===== src/hdl/dstf_pkg.sv =====
// Package with shared types and constants for the decimal string converter.
`default_nettype none
package dstf_pkg;
  localparam logic [7:0] CHAR_DOT  = 8'd46;
  localparam logic [7:0] CHAR_ZERO = 8'd48;
  localparam logic [30:0] INT_MAX  = 31'h7FFFFFFF;

  // One finished string, handed from the front end to the divider.
  typedef struct packed {
    logic [30:0] integer_part;
    logic [29:0] numerator;
    logic [3:0]  frac_len;
    logic        not_a_number;
    logic        overflow;
    logic        tail_valid;
    logic [7:0]  tail_index;
  } job_t;

  typedef struct packed {
    logic [30:0] integer_part;
    logic [31:0] fraction_bits;
    logic        not_a_number;
    logic        overflow;
    logic        tail_valid;
    logic [7:0]  tail_index;
  } result_t;

  function automatic logic [33:0] pow_ten(input logic [3:0] n);
    logic [33:0] p;
    p = 34'd1;
    for (int i = 0; i < 9; i++) begin
      if (i < int'(n)) p = p * 34'd10;
    end
    return p;
  endfunction

  function automatic logic is_space(input logic [7:0] c);
    return (c == 8'd32) || (c >= 8'd9 && c <= 8'd13);
  endfunction

  function automatic logic is_digit(input logic [7:0] c);
    return (c >= 8'd48) && (c <= 8'd57);
  endfunction
endpackage
`default_nettype wire


===== src/hdl/dstf_front.sv =====
// Character scanner: accumulates one string and emits a conversion job.
`default_nettype none
module dstf_front #(
  parameter int MAX_FRACTION_DIGITS = 9,
  parameter int MAX_STRING_LENGTH = 256
) (
  input  wire logic       clk,
  input  wire logic       rst,
  input  wire logic       mode,
  input  wire logic       in_take,
  input  wire logic [7:0] char_code,
  input  wire logic       last,
  output dstf_pkg::job_t  job,
  output logic            job_push
);
  localparam int PW = $clog2(MAX_STRING_LENGTH + 1);

  typedef enum logic [5:0] {
    PH_LEAD = 6'b000001, PH_INT = 6'b000010, PH_SEEK = 6'b000100,
    PH_FRAC = 6'b001000, PH_TAILSP = 6'b010000, PH_DONE = 6'b100000
  } phase_t;

  phase_t phase, phase_next, ph;
  logic [30:0] acc, acc_next;
  logic [29:0] num, num_next;
  logic [3:0] flen, flen_next;
  logic [PW-1:0] pos, pos_next;
  logic [PW-1:0] tpos, tpos_next;
  logic tseen, tseen_next, ovf, ovf_next, nsp, nsp_next;
  logic started, strict, strict_next, drun, drun_next;
  logic [34:0] prod;
  logic [3:0] d;
  logic sp, dg;

  always_comb begin
    phase_next = phase; acc_next = acc; num_next = num; flen_next = flen;
    pos_next = pos; tpos_next = tpos; tseen_next = tseen; ovf_next = ovf;
    nsp_next = nsp; strict_next = strict; drun_next = drun;
    sp = dstf_pkg::is_space(char_code);
    dg = dstf_pkg::is_digit(char_code);
    d = 4'(char_code - dstf_pkg::CHAR_ZERO);
    prod = {4'd0, acc} * 35'd10 + {31'd0, d};
    ph = phase;
    if (!started) begin
      strict_next = mode;
      ph = mode ? PH_LEAD : PH_INT;
    end
    phase_next = ph;
    if (ph != PH_DONE) begin
      if (char_code == 8'd0 || 32'(pos) >= MAX_STRING_LENGTH) begin
        if (ph == PH_TAILSP) begin
          tpos_next = pos; tseen_next = 1'b1;
        end
        phase_next = PH_DONE;
      end else begin
        pos_next = pos + 1'b1;
        if (ph == PH_LEAD && !sp) begin
          nsp_next = 1'b1; ph = PH_INT;
        end
        if (ph == PH_INT) begin
          if (dg) begin
            if (prod > 35'(dstf_pkg::INT_MAX)) begin
              acc_next = dstf_pkg::INT_MAX; ovf_next = 1'b1;
            end else acc_next = prod[30:0];
          end else ph = PH_SEEK;
        end
        unique case (ph)
          PH_SEEK: begin
            if (char_code == dstf_pkg::CHAR_DOT) begin
              ph = PH_FRAC; drun_next = 1'b1;
            end
          end
          PH_FRAC: begin
            if (strict_next && sp) ph = PH_TAILSP;
            else begin
              if (32'(flen) <= MAX_FRACTION_DIGITS) flen_next = flen + 1'b1;
              if (32'(flen_next) > MAX_FRACTION_DIGITS) begin
                ovf_next = 1'b1; drun_next = 1'b0;
              end else if (drun && dg) num_next = 30'(num * 30'd10 + 30'(d));
              else drun_next = 1'b0;
            end
          end
          PH_TAILSP: begin
            if (!sp) begin
              tpos_next = pos; tseen_next = 1'b1; ph = PH_DONE;
            end
          end
          default: ;
        endcase
        phase_next = ph;
      end
    end
    if (last && phase_next == PH_TAILSP) begin
      tpos_next = pos_next; tseen_next = 1'b1;
    end
  end

  always_comb begin
    job.integer_part = acc_next;
    job.numerator    = num_next;
    job.frac_len     = flen_next;
    job.not_a_number = strict_next && !nsp_next;
    job.overflow     = ovf_next;
    job.tail_valid   = tseen_next;
    job.tail_index   = !tseen_next ? 8'd0 :
                       (32'(tpos_next) > 255) ? 8'd255 : 8'(tpos_next);
    job_push = in_take && last;
  end

  always_ff @(posedge clk) begin
    if (rst || (in_take && last)) begin
      phase <= PH_LEAD; acc <= '0; num <= '0; flen <= '0; pos <= '0;
      tpos <= '0; tseen <= 1'b0; ovf <= 1'b0; nsp <= 1'b0;
      started <= 1'b0; strict <= 1'b0; drun <= 1'b0;
    end else if (in_take) begin
      phase <= phase_next; acc <= acc_next; num <= num_next;
      flen <= flen_next; pos <= pos_next; tpos <= tpos_next;
      tseen <= tseen_next; ovf <= ovf_next; nsp <= nsp_next;
      started <= 1'b1; strict <= strict_next; drun <= drun_next;
    end
  end
endmodule
`default_nettype wire


===== src/hdl/dstf_queue.sv =====
// Two-entry job queue between the scanner and the divider.
`default_nettype none
module dstf_queue (
  input  wire logic      clk,
  input  wire logic      rst,
  input  wire dstf_pkg::job_t wr_data,
  input  wire logic      wr_en,
  output logic           full,
  output dstf_pkg::job_t rd_data,
  output logic           rd_valid,
  input  wire logic      rd_en
);
  dstf_pkg::job_t mem [2];
  logic wp, rp;
  logic [1:0] count;

  assign full = count == 2'd2;
  assign rd_valid = count != 2'd0;
  assign rd_data = mem[rp];

  always_ff @(posedge clk) begin
    if (wr_en) mem[wp] <= wr_data;
  end

  always_ff @(posedge clk) begin
    if (rst) begin
      wp <= 1'b0; rp <= 1'b0; count <= 2'd0;
    end else begin
      if (wr_en) wp <= ~wp;
      if (rd_en) rp <= ~rp;
      count <= count + {1'b0, wr_en} - {1'b0, rd_en};
    end
  end
endmodule
`default_nettype wire


===== src/hdl/dstf_divider.sv =====
// Restoring divider: numerator * 2^32 over a power of ten, one bit a cycle.
`default_nettype none
module dstf_divider #(
  parameter int MAX_FRACTION_DIGITS = 9
) (
  input  wire logic        clk,
  input  wire logic        rst,
  input  wire dstf_pkg::job_t job,
  input  wire logic        job_valid,
  output logic             job_pop,
  output dstf_pkg::result_t res,
  output logic             res_valid,
  input  wire logic        res_ready
);
  typedef enum logic [1:0] {S_IDLE = 2'b01, S_RUN = 2'b10} state_t;
  state_t state;
  logic [5:0] cnt;
  logic [33:0] divisor, rem;
  logic [31:0] quo;
  logic [29:0] numer;
  logic [34:0] trial;
  logic zero_frac;
  dstf_pkg::job_t hold;

  assign job_pop = state == S_IDLE && job_valid && !res_valid;
  // Shift in numerator bits first, then 32 zero bits; only the last 32 quotient bits matter.
  assign trial = {rem, (cnt < 6'd30) ? numer[29 - cnt[4:0]] : 1'b0};

  always_ff @(posedge clk) begin
    if (rst) begin
      state <= S_IDLE; res_valid <= 1'b0; cnt <= '0;
    end else begin
      if (res_valid && res_ready) res_valid <= 1'b0;
      unique case (state)
        S_IDLE: if (job_pop) begin
          state <= S_RUN; cnt <= '0;
        end
        S_RUN: begin
          if (cnt == 6'd61) begin
            state <= S_IDLE; res_valid <= 1'b1;
          end
          cnt <= cnt + 1'b1;
        end
        default: state <= S_IDLE;
      endcase
    end
  end

  always_ff @(posedge clk) begin
    if (job_pop) begin
      hold <= job; numer <= job.numerator; rem <= '0; quo <= '0;
      divisor <= dstf_pkg::pow_ten(job.frac_len);
      zero_frac <= 32'(job.frac_len) > MAX_FRACTION_DIGITS;
    end else if (state == S_RUN) begin
      if (trial >= {1'b0, divisor}) begin
        rem <= 34'(trial - {1'b0, divisor}); quo <= {quo[30:0], 1'b1};
      end else begin
        rem <= trial[33:0]; quo <= {quo[30:0], 1'b0};
      end
    end
  end

  always_comb begin
    res.integer_part  = hold.integer_part;
    res.fraction_bits = zero_frac ? 32'd0 : quo;
    res.not_a_number  = hold.not_a_number;
    res.overflow      = hold.overflow;
    res.tail_valid    = hold.tail_valid;
    res.tail_index    = hold.tail_index;
  end
endmodule
`default_nettype wire


===== src/hdl/decimal_string_to_fixed.sv =====
// Top level of the streaming decimal string to fixed-point converter.
`default_nettype none
// Takes one character per cycle; on the character marked last a job holding the
// integer part, fraction numerator and flags goes into a two-entry queue. A shared
// bit-serial divider then forms the 0.32 fraction of each string: it loads the
// job, runs 62 shift steps and hands off the result when out_ready is high, and
// takes no new job until that result is taken. A stalled output holds the
// divider, and once the queue is full the input stalls. parse_mode (reset 1,
// strict) is sampled at the first character of each string.
module decimal_string_to_fixed #(
  parameter int MAX_FRACTION_DIGITS = 9,
  parameter int MAX_STRING_LENGTH = 256
) (
  input  wire logic        clk,
  input  wire logic        rst,
  input  wire logic        in_valid,
  output logic             in_ready,
  input  wire logic [7:0]  char_code,
  input  wire logic        last,
  output logic             out_valid,
  input  wire logic        out_ready,
  output logic [30:0]      integer_part,
  output logic [31:0]      fraction_bits,
  output logic             not_a_number,
  output logic             overflow,
  output logic             tail_valid,
  output logic [7:0]       tail_index,
  input  wire logic        cfg_valid,
  output logic             cfg_ready,
  input  wire logic        cfg_data
);
  logic parse_mode, in_take, push, qfull, qvalid, pop;
  dstf_pkg::job_t job, qjob;
  dstf_pkg::result_t res;

  assign cfg_ready = 1'b1;
  always_ff @(posedge clk) begin
    if (rst) parse_mode <= 1'b1;
    else if (cfg_valid) parse_mode <= cfg_data;
  end

  assign in_ready = !qfull;
  assign in_take = in_valid && in_ready;

  dstf_front #(.MAX_FRACTION_DIGITS(MAX_FRACTION_DIGITS),
               .MAX_STRING_LENGTH(MAX_STRING_LENGTH)) u_front (
    .clk, .rst, .mode(parse_mode), .in_take, .char_code, .last,
    .job, .job_push(push));

  dstf_queue u_queue (.clk, .rst, .wr_data(job), .wr_en(push), .full(qfull),
    .rd_data(qjob), .rd_valid(qvalid), .rd_en(pop));

  dstf_divider #(.MAX_FRACTION_DIGITS(MAX_FRACTION_DIGITS)) u_div (
    .clk, .rst, .job(qjob), .job_valid(qvalid), .job_pop(pop),
    .res, .res_valid(out_valid), .res_ready(out_ready));

  assign integer_part  = res.integer_part;
  assign fraction_bits = res.fraction_bits;
  assign not_a_number  = res.not_a_number;
  assign overflow      = res.overflow;
  assign tail_valid    = res.tail_valid;
  assign tail_index    = res.tail_index;

  a_no_push_full: assert property (@(posedge clk) disable iff (rst)
    qfull |-> !push) else $error("job pushed into full queue");
  a_nan_zero: assert property (@(posedge clk) disable iff (rst)
    out_valid && not_a_number |-> integer_part == 31'd0)
    else $error("not-a-number with nonzero integer");
  a_pop_idle: assert property (@(posedge clk) disable iff (rst)
    pop |-> qvalid && !out_valid) else $error("pop while busy");
endmodule
`default_nettype wire

===== config.mk =====
export PLATFORM = sky130hd
export DESIGN_NAME = decimal_string_to_fixed
export DESIGN_NICKNAME = d
export VERILOG_FILES = /design/src/hdl/dstf_pkg.sv /design/src/hdl/dstf_front.sv /design/src/hdl/dstf_queue.sv /design/src/hdl/dstf_divider.sv /design/src/hdl/decimal_string_to_fixed.sv
export SDC_FILE = /design/constraint.sdc
export NUM_CORES = 1
export LEC_CHECK = 0
export BUFFER_PORTS_ARGS = -buffer_cell sky130_fd_sc_hd__clkbuf_2
export CAP_MARGIN = 40
export CORE_MARGIN = 5
export CORE_UTILIZATION = 64
export CTS_CLUSTER_DIAMETER = 120
export CTS_CLUSTER_SIZE = 16
export DETAILED_ROUTE_END_ITERATION = 12
export MAX_ROUTING_LAYER = met4
export PLACE_DENSITY = 0.89
export SYNTH_ARGS = -nofsm -noshare
export SYNTH_HDL_FRONTEND = slang
export SYNTH_SLANG_ARGS = --single-unit

===== constraint.sdc =====
create_clock -name clk -period 15.5 [get_ports clk]
set_input_delay 3.1 -clock clk [delete_from_list [all_inputs] [get_ports clk]]
set_output_delay 3.1 -clock clk [all_outputs]
set_load 0.01 [all_outputs]

Word-level counts from Yosys, hierarchy flattened
Memories as Yosys holds them, arrays and structs flattened. A register that Yosys moved wholly into a read port is not among the register bits.
Cells that the tools add are included.

cells by class
  add/sub/neg operators = 10
  multipliers = 10
  magnitude comparators = 22
  equal/unequal tests = 19
  muxes and demuxes = 103
  bitwise logic cells = 3
  reductions and logical operators = 26

operator list
  kind                   number
  $mux 34                17
  $mul 34x3->33 const B  8
  $mux 30                6
  $mux 31                5
  $mux 6                 14
  $mux 9                 8
  $mux 4                 10
  $add 35x4->35          1
  $ge 35x34->1           1
  $gt 35x31->1 const B   1
  $mul 31x3->34 const B  1
  $sub 34x34->34         1
  $lt 32x6->1 const B    1
  $mux 1                 32
  $mux 32                1
  $add 30x4->30          1
  $mul 30x3->29 const B  1
  $eq 6x5->1 const B     3
  $pmux 6 s3             1
  $eq 8x6->1 const B     2
  $lt 3x4->1 const A     4
  $mux 8                 2
  $logic_and 1x1->1      12
  $pmux 6 s2             1
  41 further kinds       59

storage, ports and cells
  bits in registers = 282
  memory bits (writable) = 152
  memories = 1

memory list
  memory       words  width  read ports  clocked after Yosys merged registers in  wr ports  RTL line          source
  u_queue.mem  2      76     1           1                                        1         dstf_queue.sv:13  dstf_pkg::job_t mem [2];

Longest topological paths before layout
Gate-level depths: netlist of run 1.

  depth in word-level cells = 27
  gate-level depth with buffers = 64
  mapped depth without buffers = 62

Cells and area by module
From an unflattened synthesis of run 1, not the netlist that was laid out.

second synthesis, totals
  cell total of the unflattened synthesis = 3672
  area total of the unflattened synthesis = 33694.8 µm²

by module, submodules not included
  module                   instances  cells each  area each (µm²)  sequential area each (µm²)
  dstf_divider             1          1955        17093.9          4714.5
  dstf_front               1          1453        10687.8          1901.8
  dstf_queue               1          257         5856.9           4664.5
  decimal_string_to_fixed  1          7           56.3             20.0

Worst setup path after synthesis of run 1
No wires, ideal clock.

  path type = reg-to-reg
  start point = register with a tool-made name
  end point = register u_div.divisor[33], data pin
  setup time = 0.266 ns
  data arrival time = 12.044 ns
  path slack = 3.190 ns
  cell stages (with the launch flop) = 61
  path buffers = 2
  cell sequence = dfxtp_1 -> buf_2 -> clkbuf_1 -> mux2_2 -> or2_2 -> nor2_1 -> nand2_1 -> ha_1 -> xor2_1 -> ha_1 -> and2_1 -> fa_1 -> a21oi_1 -> inv_1 -> ha_1 -> ha_1 -> nor2b_1 -> o21ai_0 -> (+25 left out) -> nand2b_1 -> inv_1 -> ha_1 -> ha_1 -> and2_1 -> a221o_1 -> a31oi_1 -> xnor2_1 -> nor2_1 -> ha_1 -> ha_1 -> o31ai_1 -> o21bai_1 -> a21oi_1 -> inv_1 -> a21oi_1 -> xor2_1 -> nor2_1

RTL lines
  element               RTL line            source
  end signal, assigned  dstf_divider.sv:52  divisor <= dstf_pkg::pow_ten(job.frac_len);
  end, declared         dstf_divider.sv:18  logic [33:0] divisor, rem;

==> impl_metrics.sql, run 1 <==
INSERT INTO impl_metrics (metric_group, metric, value, unit) VALUES
('detailed_routing', 'routed_via_density', '6.33', ''),
('floorplan', 'ioPinCount', '92', ''),
('synth', 'synthesis.area_per_instance', '9.40', 'sq um'),
('clocking', 'hold_buf_cts', '0', ''),
('clocking', 'cts_resized', '0', ''),
('finish', 'mostFrequentLayoutCell', 'sky130_fd_sc_hd__ha_1', ''),
('detailed_routing', 'ant_nets', '0', ''),
('synth', 'synth_area_in_compound_gates', '18.2', '%'),
('grt', 'grt_overflow', '0', ''),
('outcome', 'run_status', 'finished clean', ''),
('synth', 'synth_top_family_by_area', 'compound AO/OA/AOI/OAI gates', ''),
('timing', 'report.final.slew_viol_count', '0', ''),
('clocking', 'clock_tree_from_tritoncts', 'yes', ''),
('critical_path', 'reg2reg_path_depth', '59', ''),
('critical_path', 'worst_r2r_endpoint', 'u_div.divisor[33]', ''),
('timing', 'worst_pin_slew', '921', 'ps'),
('detailed_routing', 'detail_route.first_pass.iterations', '5', ''),
('timing', 'setup-violations-final', '0', ''),
('clocking', 'cts_setup_buffers', '0', ''),
('floorplan', 'core_region_area', '47600', 'sq um'),
('finish', 'filler_cell_count_in_the_final_layout', '3526', ''),
('timing', 'worst_slack_on_hold_paths', '461', 'ps'),
('synth', 'yosys_most_used_dff', 'sky130_fd_sc_hd__edfxtp_1', ''),
('critical_path', 'crit_top_cell', 'sky130_fd_sc_hd__ha_1', ''),
('critical_path', 'worst-endpoint-arrival', '14570', 'ps'),
('synth', 'ys_types', '103', ''),
('timing', 'timing.final.crit_period', '14240', 'ps'),
('floorplan', 'number_of_core_rows', '80', ''),
('timing', 'final.setup_skew', '28.9', 'ps'),
('synth', 'synth-simple-area-share', '14.3', '%'),
('clocking', 'cts.htree.levels', '1', ''),
('synth', 'number_of_nets_in_the_synthesized_netlist', '3664', ''),
('synth', 'mappedNetlistArea', '30800', 'sq um'),
('finish', 'stdcell_area', '32800', 'sq um'),
('critical_path', 'maximum_fanout_along_the_worst_path', '36', ''),
('detailed_routing', 'via_count', '24900', ''),
('clocking', 'cts_inserted_buffers', '31', ''),
('placed_design', 'port_buffers', '90', ''),
('finish', 'finalNetCount', '3683', ''),
('synth', 'cells_after_synth', '3279', ''),
('clocking', 'clock_input_transition_at_the_sequential_cells_of_the_worst_setup_and_hold_paths', '80', 'ps'),
('grt', 'global_route.usage.total', '27.3', '%'),
('grt', 'largest_net_degree_at_the_start_of_global_routing', '94', ''),
('min_path', 'min_path_type', 'reg2reg', ''),
('clocking', 'cts_num_sinks', '435', ''),
('critical_path', 'cp.required', '15840', 'ps'),
('min_path', 'hold_path_depth', '2', ''),
('min_path', 'hold_start', 'u_front.num[29]', ''),
('critical_path', 'critical_path.max_stage_delay', '740', 'ps'),
('detailed_routing', 'detailed_route_wire_length_per_cell', '18.3', 'um'),
('clocking', 'clock_buffer_depth', '3', ''),
('critical_path', 'setup.reg_to_reg.worst_slack', '1260', 'ps'),
('synth', 'synth.ff_latch_count', '435', ''),
('floorplan', 'initial_utilization', '64.7', '%'),
('finish', 'multi_input_comb_area', '18500', 'sq um'),
('floorplan', 'die-height', '229', 'um'),
('detailed_routing', 'drt_wl_total', '72200', 'um'),
('timing', 'timing.slew.headroom', '38.5', '%'),
('synth', 'synth-seq-area-share', '36.7', '%'),
('finish', 'layout.cells.most_common_list', 'sky130_fd_sc_hd__ha_1, sky130_fd_sc_hd__nor2_1, sky130_fd_sc_hd__nand2_1', ''),
('detailed_routing', 'first_iter_violations', '1856', ''),
('synth', 'async_flop_share', '0', '%'),
('floorplan', 'die_w', '229', 'um'),
('timing', 'timing.final.hold_violations', '0', ''),
('timing', 'max_freq', '70.2', 'MHz'),
('critical_path', 'start_kind', 'flip-flop', ''),
('placed_design', 'dpl.hpwl', '52400', 'um'),
('critical_path', 'cp_slowest_cell', 'sky130_fd_sc_hd__a2111oi_0', ''),
('synth', 'muxShareOfSynthArea', '6.19', '%'),
('job', 'timing.max_cap.violations', '0', ''),
('critical_path', 'critPathCaptureType', 'flip-flop', '');
==> how the worst max path moves through the flow <==
stage	from	end	slack, ps	cells past startpoint
after detailed placement	flip-flop	u_div.divisor[33]	1540	59
after CTS	flip-flop	u_div.divisor[33]	1460	59
after global routing	flip-flop	u_div.divisor[33]	180	59
after floorplan	flip-flop	u_div.divisor[33]	3190	60
final	flip-flop	u_div.divisor[33]	1260	59
after global placement	flip-flop	u_div.divisor[33]	1850	59
==> sequential cells by signal, indices dropped and copies added (netlist names), 2 cells and up, named ones only <==
name	cells
u_front.pos	9
u_div.numer	30
u_queue.mem	152
u_front.num	30
u_front.phase	6
u_front.tpos	9
u_div.state	2
u_queue.count	2
u_div.divisor	34
u_front.acc	31
u_front.flen	4
u_div.cnt	6
u_div.rem	34
u_div.quo	32
u_div.res	42
==> cell type report <==
class                      count  share of cell area, %
multi-input combinational   2564                   56.3
sequential                   435                   34.5
clock buffer                  56                   2.72
tap                          615                   2.35
timing repair buffer         120                   2.34
inverter                     146                   1.69
clock inverter                 2                 0.0954
antenna                        1                0.00763
==> worst max-delay path, delay by kind of cell (launching register included) <==
family / cells / cell delay [ps]
AOI/OAI and AO/OA: 26 / 5560
xor gates and xnor gates: 3 / 530
adders and majority gates: 13 / 4300
buffers and inverters: 5 / 550
DFF: 1 / 720
muxes: 1 / 460
and+or+nand+nor: 11 / 1830
==> Yosys cell counts (12+ instances only) <==
master / number / area, sq um
sky130_fd_sc_hd__ha_1: 358 / 4480
sky130_fd_sc_hd__nor2_1: 293 / 1100
sky130_fd_sc_hd__nand2_1: 265 / 995
sky130_fd_sc_hd__a21oi_1: 259 / 1300
sky130_fd_sc_hd__edfxtp_1: 259 / 7780
sky130_fd_sc_hd__o21ai_0: 242 / 1210
sky130_fd_sc_hd__dfxtp_1: 176 / 3520
sky130_fd_sc_hd__inv_1: 144 / 541
sky130_fd_sc_hd__xnor2_1: 120 / 1050
sky130_fd_sc_hd__mux2_2: 109 / 1230
sky130_fd_sc_hd__clkbuf_1: 105 / 394
sky130_fd_sc_hd__a31oi_1: 85 / 532
sky130_fd_sc_hd__xor2_1: 82 / 718
sky130_fd_sc_hd__a21o_1: 79 / 593
sky130_fd_sc_hd__nor2b_1: 63 / 394
sky130_fd_sc_hd__nand3_1: 53 / 265
sky130_fd_sc_hd__nor3_1: 51 / 255
sky130_fd_sc_hd__mux2i_1: 50 / 500
sky130_fd_sc_hd__and2_1: 31 / 194
sky130_fd_sc_hd__nand2b_1: 31 / 194
sky130_fd_sc_hd__o21a_1: 29 / 218
sky130_fd_sc_hd__nand4_1: 27 / 169
sky130_fd_sc_hd__a211oi_1: 24 / 180
sky130_fd_sc_hd__nor4_1: 22 / 138
sky130_fd_sc_hd__o31ai_1: 20 / 150
sky130_fd_sc_hd__and3_1: 16 / 100
sky130_fd_sc_hd__a21boi_0: 15 / 113
sky130_fd_sc_hd__buf_1: 13 / 48.8
sky130_fd_sc_hd__o21bai_1: 13 / 97.6
sky130_fd_sc_hd__a311oi_1: 12 / 105
sky130_fd_sc_hd__fa_1: 12 / 240
sky130_fd_sc_hd__or3_1: 12 / 75.1
==> routing by layer <==
layer | GRT usage, % | wire length [um] | vias up | part of all wire, %
li1 | - | - | 12100 | -
met1 | 34.9 | 31000 | 11900 | 43
met2 | 45.9 | 35200 | 808 | 49
met3 | 3.08 | 3930 | 167 | 5.4
met4 | 8.14 | 2120 | 0 | 2.9
met5 | - | 0 | - | 0
==> cell families after synthesis <==
logic type / count (synthesis)
flip-flops: 435
AND/OR/NAND/NOR: 924
XOR/XNOR: 202
multiplexers: 167
buffers and inverters: 280
adder cells (fa/ha/maj): 370
other: 2
AO/OA/AOI/OAI: 899
==> per-stage QoR <==
stage | util (%) | setup WS, ps | std cells
finish | 68.8 | 1260 | 3939
CTS | 68.8 | 1460 | 3938
detailed placement | 66.9 | 1540 | 3880
floorplan | - | 3190 | 3279
global route | 68.8 | 184 | 3939
global placement | 66.6 | 1850 | 3873
Power of run 1 is left out: the tool's default activity adds up to more than one toggle a clock period on the data nets, which glitch-free logic cannot reach.
==> run 2, diff against run 1 <==
Settings changed: BUFFER_PORTS_ARGS -buffer_cell sky130_fd_sc_hd__clkbuf_2 to -buffer_cell sky130_fd_sc_hd__buf_2.
==> impl_metrics.sql, run 2 (same netlist as run 1, synthesis figures left out) <==
INSERT INTO impl_metrics (metric_group, metric, value, unit) VALUES
('clocking', 'cts.htree.levels', '1', ''),
('detailed_routing', 'via_count', '24800', ''),
('floorplan', 'core_region_area', '47600', 'sq um'),
('critical_path', 'maximum_fanout_along_the_worst_path', '36', ''),
('detailed_routing', 'first_iter_violations', '1864', ''),
('detailed_routing', 'detail_route.first_pass.iterations', '5', ''),
('critical_path', 'reg2reg_path_depth', '56', ''),
('clocking', 'clock_input_transition_at_the_sequential_cells_of_the_worst_setup_and_hold_paths', '80', 'ps'),
('detailed_routing', 'drt_wl_total', '71800', 'um'),
('detailed_routing', 'detailed_route_wire_length_per_cell', '18.2', 'um'),
('critical_path', 'cp_slowest_cell', 'sky130_fd_sc_hd__a2111oi_0', ''),
('timing', 'timing.final.crit_share', '92.7', '%'),
('floorplan', 'die-area', '52700', 'sq um'),
('timing', 'finalWorstSetupSlack', '1130', 'ps'),
('clocking', 'clock_tree_from_tritoncts', 'yes', ''),
('timing', 'report.final.slew_viol_count', '0', ''),
('grt', 'antenna_found_initial', '1', ''),
('critical_path', 'crit_top_cell', 'sky130_fd_sc_hd__ha_1', ''),
('min_path', 'hold_path_depth', '2', ''),
('placed_design', 'preCtsSetupSlack', '1270', 'ps'),
('detailed_routing', 'routed_via_density', '6.29', ''),
('timing', 'worst_pin_slew', '933', 'ps'),
('timing', 'setup-violations-final', '0', ''),
('floorplan', 'number_of_core_rows', '80', ''),
('critical_path', 'worstSetupEndpoint', 'u_div.divisor[33]', ''),
('grt', 'grt_pass1_wl', '118000', 'um'),
('detailed_routing', 'ant_nets', '0', ''),
('grt', 'largest_net_degree_at_the_start_of_global_routing', '87', ''),
('placed_design', 'port_buffers', '90', ''),
('finish', 'mostFrequentLayoutCell', 'sky130_fd_sc_hd__ha_1', ''),
('finish', 'largest_register_ff_count', '152', ''),
('clocking', 'cts_num_sinks', '435', ''),
('timing', 'rsz_0062_raised_after_global_routing', 'no', ''),
('floorplan', 'ioPinCount', '92', ''),
('finish', 'layout.cells.most_common_list', 'sky130_fd_sc_hd__ha_1, sky130_fd_sc_hd__nor2_1, sky130_fd_sc_hd__nand2_1', ''),
('finish', 'finalNetCount', '3684', ''),
('finish', 'layout-drive-gt1-share', '9.84', '%'),
('timing', 'timing.slew.headroom', '36.2', '%'),
('finish', 'syn_to_final_growth', '6.39', '%'),
('timing', 'max_freq', '69.6', 'MHz'),
('detailed_routing', 'drc_errors', '0', ''),
('grt', 'grt_overflow', '0', ''),
('clocking', 'clock_buffer_depth', '3', ''),
('job', 'timing.max_cap.violations', '0', ''),
('critical_path', 'worst-endpoint-arrival', '14710', 'ps'),
('critical_path', 'kind_of_critical_path', 'reg2reg', ''),
('critical_path', 'cp.required', '15850', 'ps'),
('clocking', 'cts_inserted_buffers', '31', ''),
('outcome', 'run_status', 'finished clean', ''),
('clocking', 'cts_resized', '0', ''),
('critical_path', 'setup.reg_to_reg.worst_slack', '1130', 'ps'),
('clocking', 'clkLatencyLatePin', '620', 'ps'),
('grt', 'grt_pass1_vias', '23800', ''),
('floorplan', 'die-height', '229', 'um'),
('critical_path', 'worst_r2r_endpoint', 'u_div.divisor[33]', ''),
('timing', 'worst_slack_on_hold_paths', '454', 'ps'),
('timing', 'final.setup_skew', '21.1', 'ps'),
('placed_design', 'dpl.hpwl', '52800', 'um'),
('finish', 'registers.top_by_ff_count', 'u_queue.mem', ''),
('min_path', 'min_path_type', 'reg2reg', ''),
('timing', 'timing.final.hold_violations', '0', ''),
('timing', 'setup-tns-final', '0', 'ps'),
('clocking', 'clock_tree.root_cell', 'sky130_fd_sc_hd__clkbuf_16', ''),
('grt', 'global_route.usage.total', '27.0', '%'),
('clocking', 'hold_buf_cts', '0', ''),
('critical_path', 'critical_path.max_stage_delay', '850', 'ps'),
('floorplan', 'initial_utilization', '64.7', '%'),
('floorplan', 'die_w', '229', 'um'),
('critical_path', 'critPathCaptureType', 'flip-flop', ''),
('timing', 'timing.final.crit_period', '14370', 'ps'),
('critical_path', 'start_kind', 'flip-flop', ''),
('placed_design', 'gp_congestion', '0.982', ''),
('clocking', 'cts_setup_buffers', '0', '');
==> run 2: cell type report <==
type                    instances  area, sq um
flip-flops and latches        435        11300
clock inverters                 2         25.0
clock buffers                  56          870
fillers                      3563        14900
multi-input cells            2564        18500
inverters                     146          553
diodes                          2         5.00
repair buffers                121          785
well taps                     615          769
==> run 2: critical path: cells and delay by family, from the launching register on <==
kind                     cells  cell delay (ps)
adder cells (fa/ha/maj)     13             4220
AND/OR/NAND/NOR             11             1880
buffers and inverters        5              560
multiplexers                 1              460
AO/OA/AOI/OAI               22             5590
XOR/XNOR                     4              650
flip-flops                   1              720
==> run 2: how the worst min path moves through the flow <==
stage               startpoint              end
3_3_place_gp     u_div.quo[31]    u_div.quo[31]
5_1_grt          u_div.quo[10]    u_div.quo[11]
3_5_place_dp   u_front.num[29]  u_front.num[29]
6_report       u_front.num[29]  u_front.num[29]
2_1_floorplan    u_div.quo[31]    u_div.quo[31]
4_1_cts        u_front.num[29]  u_front.num[29]
==> run 2: routing by layer <==
metal  vias up  wire length, um  track usage [%]
li1      12100                -                -
met1     11800            31100             34.6
met2       759            35000             45.9
met3       137             3990             3.32
met4         0             1740             6.97
met5         -                0                -
==> run 2: stage by stage <==
| step | cell area [sq um] | cells | utilization (%) |
|---|---|---|---|
| 2_1_floorplan | 30800 | 3279 | - |
| 3_3_place_gp | 31700 | 3874 | 66.6 |
| 3_5_place_dp | 31900 | 3881 | 66.9 |
| 4_1_cts | 32800 | 3939 | 68.8 |
| 5_1_grt | 32800 | 3940 | 68.8 |
| 6_report | 32800 | 3941 | 68.8 |
Power of run 2 is left out for the same reason.
